[config.mk]
export PLATFORM = sky130hd
export DESIGN_NAME = tpc_queue
export DESIGN_NICKNAME = d
export VERILOG_FILES = /design/src/tpc_pkg.sv /design/src/tpc_queue.sv
export SDC_FILE = /design/constraint.sdc
export NUM_CORES = 1
export LEC_CHECK = 0
export ABC_AREA = 1
export BUFFER_PORTS_ARGS = -buffer_cell sky130_fd_sc_hd__buf_2
export CORE_ASPECT_RATIO = 1.25
export CORE_MARGIN = 2
export CORE_UTILIZATION = 30
export DETAILED_ROUTE_END_ITERATION = 12
export PLACE_DENSITY = 0.6
export REMOVE_ABC_BUFFERS = 1
export SLEW_MARGIN = 15
export SYNTH_ARGS = -nofsm -noshare
export SYNTH_HDL_FRONTEND = slang
export SYNTH_SLANG_ARGS = --single-unit
[constraint.sdc]
create_clock -name clk -period 3.4 [get_ports clk]
set_input_delay 0.51 -clock clk [delete_from_list [all_inputs] [get_ports clk]]
set_output_delay 0.51 -clock clk [all_outputs]
set_load 0.05 [all_outputs]
[src/tpc_pkg.sv]
// Shared types and constants for the triangle/plane crossing core.
`default_nettype none
package tpc_pkg;

  typedef enum logic [2:0] {
    CODE_NONE = 3'd0,
    CODE_V1   = 3'd1,
    CODE_V2   = 3'd2,
    CODE_V3   = 3'd3,
    CODE_E12  = 3'd4,
    CODE_E23  = 3'd5,
    CODE_E31  = 3'd6
  } code_t;

  typedef struct packed {
    logic  hit;
    code_t entry_code;
    code_t exit_code;
  } tpc_tag_t;

  localparam int EPS_BITS = 16;
  localparam logic [EPS_BITS-1:0] EPS_RESET = 16'd1;
  localparam int QDEPTH = 2;

endpackage
`default_nettype wire

[src/tpc_queue.sv]
// Two-entry request queue between the front end and the crossing pipelines.
`default_nettype none
module tpc_queue
  import tpc_pkg::*;
#(
  parameter int WIDTH = 8
) (
  input  wire              clk,
  input  wire              rst,
  input  wire              push,
  input  wire  [WIDTH-1:0] din,
  input  wire              pop,
  output logic [WIDTH-1:0] dout,
  output logic             full,
  output logic             empty
);

  logic [WIDTH-1:0] mem [QDEPTH];
  logic             wptr, rptr;
  logic [1:0]       count;

  always_ff @(posedge clk) begin
    if (push) begin
      mem[wptr] <= din;
    end
  end

  always_ff @(posedge clk) begin
    if (rst) begin
      wptr  <= 1'b0;
      rptr  <= 1'b0;
      count <= '0;
    end else begin
      if (push) wptr <= ~wptr;
      if (pop)  rptr <= ~rptr;
      count <= count + 2'(push) - 2'(pop);
    end
  end

  assign dout  = mem[rptr];
  assign full  = (count == 2'(QDEPTH));
  assign empty = (count == '0);

  a_count_bound: assert property (@(posedge clk) disable iff (rst)
    count <= 2'(QDEPTH)) else $error("queue count above depth");
  a_no_underflow: assert property (@(posedge clk) disable iff (rst)
    pop |-> !empty) else $error("pop from empty queue");
  a_ptr_gap: assert property (@(posedge clk) disable iff (rst)
    (count == 2'd1) |-> (wptr != rptr)) else $error("queue pointers out of step");

endmodule
`default_nettype wire

==> reports/results.txt <==
r2r setup slk: 2090 ps
Pleak: 0.4392 nW
clock share of power: 21.1%
Initial Util: 31.49%
Syn Area/Cell: 14.93 sq um
gr usage total: 7.741%
residual DRC count: 0
Worst Hold Class: in -> reg
Flop pwr share: 56.7%
core area: 2654 sq um
post-synth cell types: 12
Fmax: 502.2 MHz
initial drt markers: 4
Antenna Diode Count: 0
Post-Syn Area: 835.8 sq um
WL per Instance: 10.18 um
fill count: 282
die area: 3227 sq um
CTS tree: built
Worst Clk Skew: 7.981 ps
Layout area overhead: 19.61%
synthesized flop and latch total: 21
register area share after synthesis: 69.46%
Max FO, Critical Path: 8
worst setup path category: reg -> out
CTS resizes: 0
Pwr per Cell Area: 538.3 nW/um^2
clock sink count: 21
num ports: 22
post-layout min period: 1991 ps
vias in the first global route: 468
Mapped Cells: 56
P_sw: 0.0001599 W
Root Buffer: clkbuf_4
die height: 63.02 um
overall power: 0.0005382 W
slowest CP cell: dfxtp_1
Placer Congestion: 0.6966
RR Startpoint: count[0]
WP data arrival: 1480 ps
remaining antenna violation count: 0
pin count of the biggest net entering global routing: 13
Clock transition at path regs: 110 ps
R2R Path End: count[1]
first-pass GRT wire length: 1800 um
Worst Hold End: mem[0][1]
slowest stage delay, CP: 640 ps
share of cells above drive strength 1: 41.25%
worst slack, placed: 1723 ps
port bufs: 21
Post-Layout Inst Area: 999.7 sq um
Total Routed Length: 1161 um
cells along the critical path: mux2_4 -> buf_2
htree depth: 1
status: finished, final reports clean
Max Cap Violations: 0
sum of negative setup slack: 0 ps
Setup Viol. Count Final: 0
Worst Path Required: 2890 ps
nets: 95
Pint: 0.0003782 W
via count: 465
RSZ-0062 raised after global routing: false
WHS Path Cells: 1
HP Start: din[1]
cts bufs inserted: 3
Max IR drop VDD: 0.2004 mV
worst slew pin tran: 656.7 ps
row cnt: 21
Overflow after GRT: 0
PnR worst setup slack: 1409 ps
cts hold-fix bufs: 0
Final period util: 58.57%
Comb power frac: 22.2%
latest clock arrival within the worst-skew pair: 300 ps
final core occ: 37.67%
Worst Setup Start Kind: flop
switching share of power: 29.71%
synth warn: 0
Via-to-Cell Ratio: 4.079
fin. max-slew vios: 0
initial antenna violation count: 0
post-place instance area: 972.2 sq um
drt pass-1 iters: 4
clk buf depth: 2
Hold Vio Cnt, Final: 0
Post-CTS Setup Repair Bufs: 0
cells on worst reg2reg path: 8
Die X: 51.21 um
Slew headroom: 56.06%
Crit. End Element: primary output
-- critical path, delay by kind of cell (launching register included) --
kind | cells | cell delay (ps)
buffers and inverters | 1 | 210
DFF | 1 | 640
muxes | 1 | 340
-- sequential cells by signal (all words and copies together) (netlist names), named ones only --
| signal | flops |
|---|---|
| count | 2 |
| mem | 16 |
| rptr | 1 |
| wptr | 1 |
-- power by group through the flow --
stage	sequential (W)	combinational, W	clock (W)
final	0.000305	0.000119	0.000114
after global routing	0.000308	0.000127	0.000128
after CTS	0.000306	0.000121	0.000122
after detailed placement	0.000312	0.000121	0
after global placement	0.000311	0.000119	0
after floorplan	0.000309	0.0000955	0
-- synth_stat cells --
master     n  area, sq um
nor2_1     8        30.03
mux2_4     8        120.1
buf_6      1        11.26
xnor2_1    1        8.760
dfxtp_1    5        100.1
nand2_1    4        15.01
nor3_1     1        5.000
a21oi_1    1        5.000
inv_1      8        30.03
nand3_1    1        5.000
edfxtp_1  16        480.5
ha_1       2        25.02
-- per-stage QoR --
stage	hold WS, ps	std cells
6_report	392.3	114
5_1_grt	378.0	114
4_1_cts	375.1	114
3_5_place_dp	504.2	110
3_3_place_gp	495.2	110
2_1_floorplan	479.9	55
-- layer usage --
| layer | global-route usage, % | vias up | routed length (um) |
|---|---|---|---|
| met5 | 0 | - | 0 |
| met4 | 7.895 | 0 | 27 |
| met1 | 6.780 | 210 | 434 |
| met2 | 14.29 | 14 | 629 |
| met3 | 0.4785 | 2 | 69 |
| li1 | - | 239 | - |
-- layout by cell type (no fill, tap or decap) --
cell      count
edfxtp_1     16
buf_2        21
mux2_4        8
a21oi_1       1
clkinv_2      1
nor2_1        8
ha_1          2
nand2_1       4
nor3_1        1
inv_1         8
clkbuf_4      3
nand3_1       1
dfxtp_1       5
xnor2_1       1
-- worst max-delay path by stage --
stage / to / cells after the start
6_report: dout[7] / 2
5_1_grt: dout[4] / 2
4_1_cts: dout[7] / 2
3_5_place_dp: dout[7] / 2
3_3_place_gp: dout[7] / 2
2_1_floorplan: full / 2
-- cells by family (layout without fill, tap and decap cells) --
| family | after synthesis | count (layout) | synth area share [%] |
|---|---|---|---|
| DFF | 21 | 21 | 69.46 |
| xor gates and xnor gates | 1 | 1 | 1.048 |
| adders and majority gates | 2 | 2 | 2.994 |
| and+or+nand+nor | 14 | 14 | 6.585 |
| AOI/OAI and AO/OA | 1 | 1 | 0.5982 |
| buffers and inverters | 9 | 33 | 4.940 |
| muxes | 8 | 8 | 14.37 |
-- area by class of cell --
class / instances / area, sq um / share of cell area (%)
clock inverter: 1 / 5.005 / 0.5006
multi-input combinational: 26 / 214.0 / 21.40
clock buffer: 3 / 22.52 / 2.253
timing repair buffer: 21 / 105.1 / 10.51
tap: 34 / 42.54 / 4.255
inverter: 8 / 30.03 / 3.004
sequential: 21 / 580.6 / 58.07
Power figures use the tool's default switching activity.
