[src/tpc_pkg.sv]
// Shared types and constants for the triangle/plane crossing core.
`default_nettype none
package tpc_pkg;

  typedef enum logic [2:0] {
    CODE_NONE = 3'd0,
    CODE_V1   = 3'd1,
    CODE_V2   = 3'd2,
    CODE_V3   = 3'd3,
    CODE_E12  = 3'd4,
    CODE_E23  = 3'd5,
    CODE_E31  = 3'd6
  } code_t;

  typedef struct packed {
    logic  hit;
    code_t entry_code;
    code_t exit_code;
  } tpc_tag_t;

  localparam int EPS_BITS = 16;
  localparam logic [EPS_BITS-1:0] EPS_RESET = 16'd1;
  localparam int QDEPTH = 2;

endpackage
`default_nettype wire

[src/tpc_front.sv]
// Front end: holds the tolerance register and sorts a triangle into its crossing case.
`default_nettype none
module tpc_front
  import tpc_pkg::*;
#(
  parameter int COORD_BITS = 32
) (
  input  wire                         clk,
  input  wire                         rst,
  input  wire                         eps_we,
  input  wire  [EPS_BITS-1:0]         eps_wdata,
  input  wire  signed [COORD_BITS-1:0] v1_x, v1_y, v1_z,
  input  wire  signed [COORD_BITS-1:0] v2_x, v2_y, v2_z,
  input  wire  signed [COORD_BITS-1:0] v3_x, v3_y, v3_z,
  output tpc_tag_t                    tag,
  output logic signed [COORD_BITS-1:0] seg_ax [2],
  output logic signed [COORD_BITS-1:0] seg_az [2],
  output logic signed [COORD_BITS-1:0] seg_bx [2],
  output logic signed [COORD_BITS-1:0] seg_bz [2],
  output logic signed [COORD_BITS-1:0] seg_ay [2],
  output logic signed [COORD_BITS:0]   seg_den [2],
  output logic                        seg_degen [2]
);

  localparam int W = COORD_BITS + 1;

  logic [EPS_BITS-1:0] plane_epsilon;
  logic signed [COORD_BITS-1:0] vx [3];
  logic signed [COORD_BITS-1:0] vy [3];
  logic signed [COORD_BITS-1:0] vz [3];
  logic [2:0] ypos, yneg, ynear;
  logic [1:0] ia [2];
  logic [1:0] ib [2];

  always_ff @(posedge clk) begin
    if (rst) begin
      plane_epsilon <= EPS_RESET;
    end else if (eps_we) begin
      plane_epsilon <= eps_wdata;
    end
  end

  assign vx[0] = v1_x; assign vy[0] = v1_y; assign vz[0] = v1_z;
  assign vx[1] = v2_x; assign vy[1] = v2_y; assign vz[1] = v2_z;
  assign vx[2] = v3_x; assign vy[2] = v3_y; assign vz[2] = v3_z;

  always_comb begin
    for (int i = 0; i < 3; i++) begin
      yneg[i]  = vy[i][COORD_BITS-1];
      ypos[i]  = !yneg[i] && (vy[i] != '0);
      // The tolerance is never negative, so any negative y is near.
      ynear[i] = yneg[i] ||
                 ({{EPS_BITS{1'b0}}, vy[i]} < {{COORD_BITS{1'b0}}, plane_epsilon});
    end
  end

  // Case selection; the first matching case wins.
  always_comb begin
    tag.hit        = 1'b1;
    tag.entry_code = CODE_NONE;
    tag.exit_code  = CODE_NONE;
    ia[0] = 2'd0; ib[0] = 2'd0; ia[1] = 2'd0; ib[1] = 2'd0;
    if (ypos[0] && yneg[1] && yneg[2]) begin
      ia[0] = 2'd0; ib[0] = 2'd1; ia[1] = 2'd0; ib[1] = 2'd2;
      tag.entry_code = CODE_E12; tag.exit_code = CODE_E31;
    end else if (yneg[0] && !yneg[1] && !yneg[2]) begin
      ia[0] = 2'd0; ib[0] = 2'd2; ia[1] = 2'd0; ib[1] = 2'd1;
      tag.entry_code = ynear[2] ? CODE_V3 : CODE_E31;
      tag.exit_code  = ynear[1] ? CODE_V2 : CODE_E12;
    end else if (yneg[0] && ypos[1] && yneg[2]) begin
      ia[0] = 2'd1; ib[0] = 2'd2; ia[1] = 2'd0; ib[1] = 2'd1;
      tag.entry_code = CODE_E23; tag.exit_code = CODE_E12;
    end else if (!yneg[0] && yneg[1] && !yneg[2]) begin
      ia[0] = 2'd0; ib[0] = 2'd1; ia[1] = 2'd1; ib[1] = 2'd2;
      tag.entry_code = ynear[2] ? CODE_V3 : CODE_E12;
      tag.exit_code  = ynear[0] ? CODE_V1 : CODE_E23;
    end else if (yneg[0] && yneg[1] && ypos[2]) begin
      ia[0] = 2'd0; ib[0] = 2'd2; ia[1] = 2'd1; ib[1] = 2'd2;
      tag.entry_code = CODE_E31; tag.exit_code = CODE_E23;
    end else if (!yneg[0] && !yneg[1] && yneg[2]) begin
      ia[0] = 2'd1; ib[0] = 2'd2; ia[1] = 2'd0; ib[1] = 2'd2;
      tag.entry_code = ynear[1] ? CODE_V2 : CODE_E23;
      tag.exit_code  = ynear[0] ? CODE_V1 : CODE_E31;
    end else begin
      tag.hit = 1'b0;
    end
  end

  // A miss is sent on as a degenerate segment at the origin, which yields zeros.
  always_comb begin
    logic [W-1:0] mag;
    for (int s = 0; s < 2; s++) begin
      seg_ax[s] = tag.hit ? vx[ia[s]] : '0;
      seg_az[s] = tag.hit ? vz[ia[s]] : '0;
      seg_bx[s] = tag.hit ? vx[ib[s]] : '0;
      seg_bz[s] = tag.hit ? vz[ib[s]] : '0;
      seg_ay[s] = tag.hit ? vy[ia[s]] : '0;
      seg_den[s] = {seg_ay[s][COORD_BITS-1], seg_ay[s]} -
                   (tag.hit ? {vy[ib[s]][COORD_BITS-1], vy[ib[s]]} : '0);
      mag = seg_den[s][W-1] ? W'(-seg_den[s]) : W'(seg_den[s]);
      seg_degen[s] = !tag.hit || (seg_den[s] == '0) ||
                     ({{EPS_BITS{1'b0}}, mag} < {{W{1'b0}}, plane_epsilon});
    end
  end

endmodule
`default_nettype wire

[config.mk]
export PLATFORM = sky130hd
export DESIGN_NAME = tpc_front
export DESIGN_NICKNAME = d
export VERILOG_FILES = /design/src/tpc_pkg.sv /design/src/tpc_front.sv
export SDC_FILE = /design/constraint.sdc
export NUM_CORES = 1
export LEC_CHECK = 0
export BUFFER_PORTS_ARGS = -buffer_cell sky130_fd_sc_hd__buf_4
export CAP_MARGIN = 30
export CORE_AREA = 2 2 277 279
export CTS_CLUSTER_DIAMETER = 30
export DETAILED_ROUTE_END_ITERATION = 12
export DIE_AREA = 0 0 279 281
export GPL_TIMING_DRIVEN = 0
export SLEW_MARGIN = 15
export SYNTH_ARGS = -nofsm -noshare
export SYNTH_HDL_FRONTEND = slang
export SYNTH_SLANG_ARGS = --single-unit
[constraint.sdc]
create_clock -name clk -period 9 [get_ports clk]
set_input_delay 1.35 -clock clk [delete_from_list [all_inputs] [get_ports clk]]
set_output_delay 1.35 -clock clk [all_outputs]
set_load 0.02 [all_outputs]
==> results.md <==
- Final wirelength: about 110,000 um
- Seq/Total Area, Yosys: under 10%
- Routed length per instance: ~28 um
- RSZ-0062 raised after global routing: yes
- Clock tree skew after final layout: 0 ns
- DRT antenna net count: 0
- Post-DP HPWL: slightly above 90,000 um
- IO Pins: around 700
- Core Region: around 75,000 um^2
- CTS sink cnt: 16
- Most numerous cell on the critical path: o21ai_2
- GRT overflow: 0
- Post-synth top area cell: nand2_1
- Non-Filler Instances: between 3,000 and 4,000
- Core Rows: 101
- Mapped Area: ~13,000 um^2
- 1st-pass router iterations: 5
- Critical Path Sink Type: primary output
- Failing checks: setup timing
- Post-synth top cells: nand2_1, a21oi_1, ha_1
- Peak supply drop: between 0.00008 and 0.00009 V
- CTS Root Cell: clkbuf_16
- Largest net degree at the start of global routing: 15
- Most flops, register: plane_epsilon
- Place WS: -3.00 ns
- R2R Setup Slk: about 8 ns
- Ys async rst share: 0%
- GPL Wtd Cong: 0.976
- Maximum buffer depth of the clock tree: 2
- Synth Flop Type: dfxtp_1
- Crit share post-route: 104%
- Max frequency: 107 MHz
- Clock transition at the registers of the reported paths: approximately 0.050 ns
- Hold buffers post-CTS: 0
- Die X: approximately 280 um
- Syn_area_per_cell: 6.24 um^2
- EDFF count, synth: 0
- H-Tree Depth: 1
- CP max stage cell: or3_4
- Worst Setup Start Kind: input pin
- PortBufs: between 600 and 700
- Number of synthesized register bits: 16
- Synth top area cells: nand2_1, ha_1, a21oi_1, a22o_1, a22oi_1
- TritonCTS clock tree: built
- 1st-iter DRT viols: approximately 1,800
- Cell Count Post-Placement: between 3,000 and 4,000
- Setup violations, final: 2
- Final setup margin: -0.384 ns
- Remaining DRCs: 0
- Outcome: complete, but fails checks
- First-pass GRT wire length: about 150,000 um
- Max FFs per register: 16
- Slew Viols, Final: 0
- Cells after Synth: roughly 2,100
- Post-route minimum period: roughly 9.4 ns
- Measured slew at the worst slew-check pin: roughly 0.95 ns
- Warnings from Yosys: 0
- Worst Hold Class: flop to flop
- Yosys cell types: 100
- Synth top area share: between 10 and 15%
- Layout cell share with drive strength beyond 1: 38.2%
- Area Overhead vs Synth: 71.3%
- Rel. slew slack: a little under two fifths
- Vias in the first global route: about 19,000
- Delay of the slowest cell on the worst path: ~0.39 ns
- Largest fanout on the critical path: 8
- Final Hold Violating Endpoints: 0
- Later-pin clock latency in the skew report: 0.24 ns
- Initial Utilization: between 10% and 20%
- Layout Utilization: between 20% and 30%
- PD cells: around 170 nW/um^2
- CTS Buf Count: 3
- Total track usage: 25.8%
- NumNets Final: ~3,300
- Worst hold slack: roughly 0.5 ns
- Vias: between 20,000 and 25,000
- Die height: 281 um
- Max-cap violations: 0
- Via density: ~5.3
- Final setup TNS: -0.724 ns
- Post-Syn Nets: between 2,000 and 3,000
- Antenna violations before repair: between 50 and 60
- Die area: about 80,000 um^2
- WP data required: about 7.7 ns
- Most common cell in the netlist: nand2_1
- Crit path DAT: between 8 and 9 ns
- Top flop regs: plane_epsilon: 16 flops
- LEAKAGE: just over 10 nW
- Critical path class: input pin to primary output
==> repair_timing <==
action / CTS / global route
pin swaps: 51 / 94
cloned: 2 / 4
resized for setup: 201 / 203
setup buffers: 54 / 47
endpoints found under the hold margin: 0 / 0
setup endpoints to repair: 27 / 2
==> critical path: cells and delay by family <==
kind | cells | cell delay [ns]
AOI/OAI and AO/OA | 12 | 2.34
buffers and inverters | 7 | 1.14
xor gates and xnor gates | 1 | 0.14
and+or+nand+nor | 12 | 2.43
adders and majority gates | 2 | 0.60
==> path summary, 6_finish.rpt <==
path,startpoint,endpoint,cells after the start
setup / recovery,v2_y[30],seg_degen[1],34
hold / removal,plane_epsilon[3],plane_epsilon[3],2
setup reg to reg,plane_epsilon[0],plane_epsilon[0],2
hold reg to reg,plane_epsilon[3],plane_epsilon[3],2
==> metal layers <==
layer	GRT usage [%]	wire length, um
met1	30.1	41800
met2	46.4	54000
met3	5.86	8990
met4	8.41	4400
met5	0	108
==> cells by family (layout without fill, tap and decap cells) <==
kind of cell	count (synthesis)	in the layout	share of synthesized area, %
compound gates	789	789	40.8
buf+inv	225	1018	7.40
simple gates	839	839	29.4
xor+xnor	64	64	4.34
fa+ha+maj	143	143	13.8
flops	16	16	2.45
other cells	0	18	0
mux	23	23	1.77
==> stage by stage <==
step                instance area [um^2]  total power, mW
finish                             22400             3.80
global placement                   19700             3.24
detailed placement                 19800             3.26
floorplan                          13200             1.99
CTS                                21100             3.53
global route                       22400             4.06
==> power breakdown <==
group          total (mW)  internal (mW)  switching, mW
Clock              0.0859         0.0583         0.0275
Sequential         0.0789         0.0754        0.00356
Combinational        3.64           1.44           2.20
==> layout make-up <==
| cell class | count | area, um^2 |
|---|---|---|
| flip-flops and latches | 16 | 320 |
| clock buffers | 3 | 75.1 |
| plain buffers | 131 | 908 |
| diodes | 18 | 45.0 |
| inverters | 71 | 308 |
| multi-input cells | 1858 | 13200 |
| repair buffers | 813 | 6330 |
| well taps | 978 | 1220 |
| fillers | 8342 | 53000 |
==> layout by cell type, fill, tap and decap left out, drive strengths merged, types with 17 or more instances in the layout <==
cell type	synthesis	final
ha	141	141
a22o	131	131
nor3	43	43
diode	0	18
xnor2	42	42
a22oi	65	65
clkbuf	132	103
nand3	29	29
xor2	22	22
nor4	46	46
a211oi	22	22
buf	22	844
a21oi	286	286
a21o	45	45
nand2	480	480
o211ai	19	19
nor2	101	101
inv	69	67
o21ai	81	81
o21a	17	17
nand4	39	39
mux2i	22	22
No activity file was read; power rests on OpenSTA's default activity.
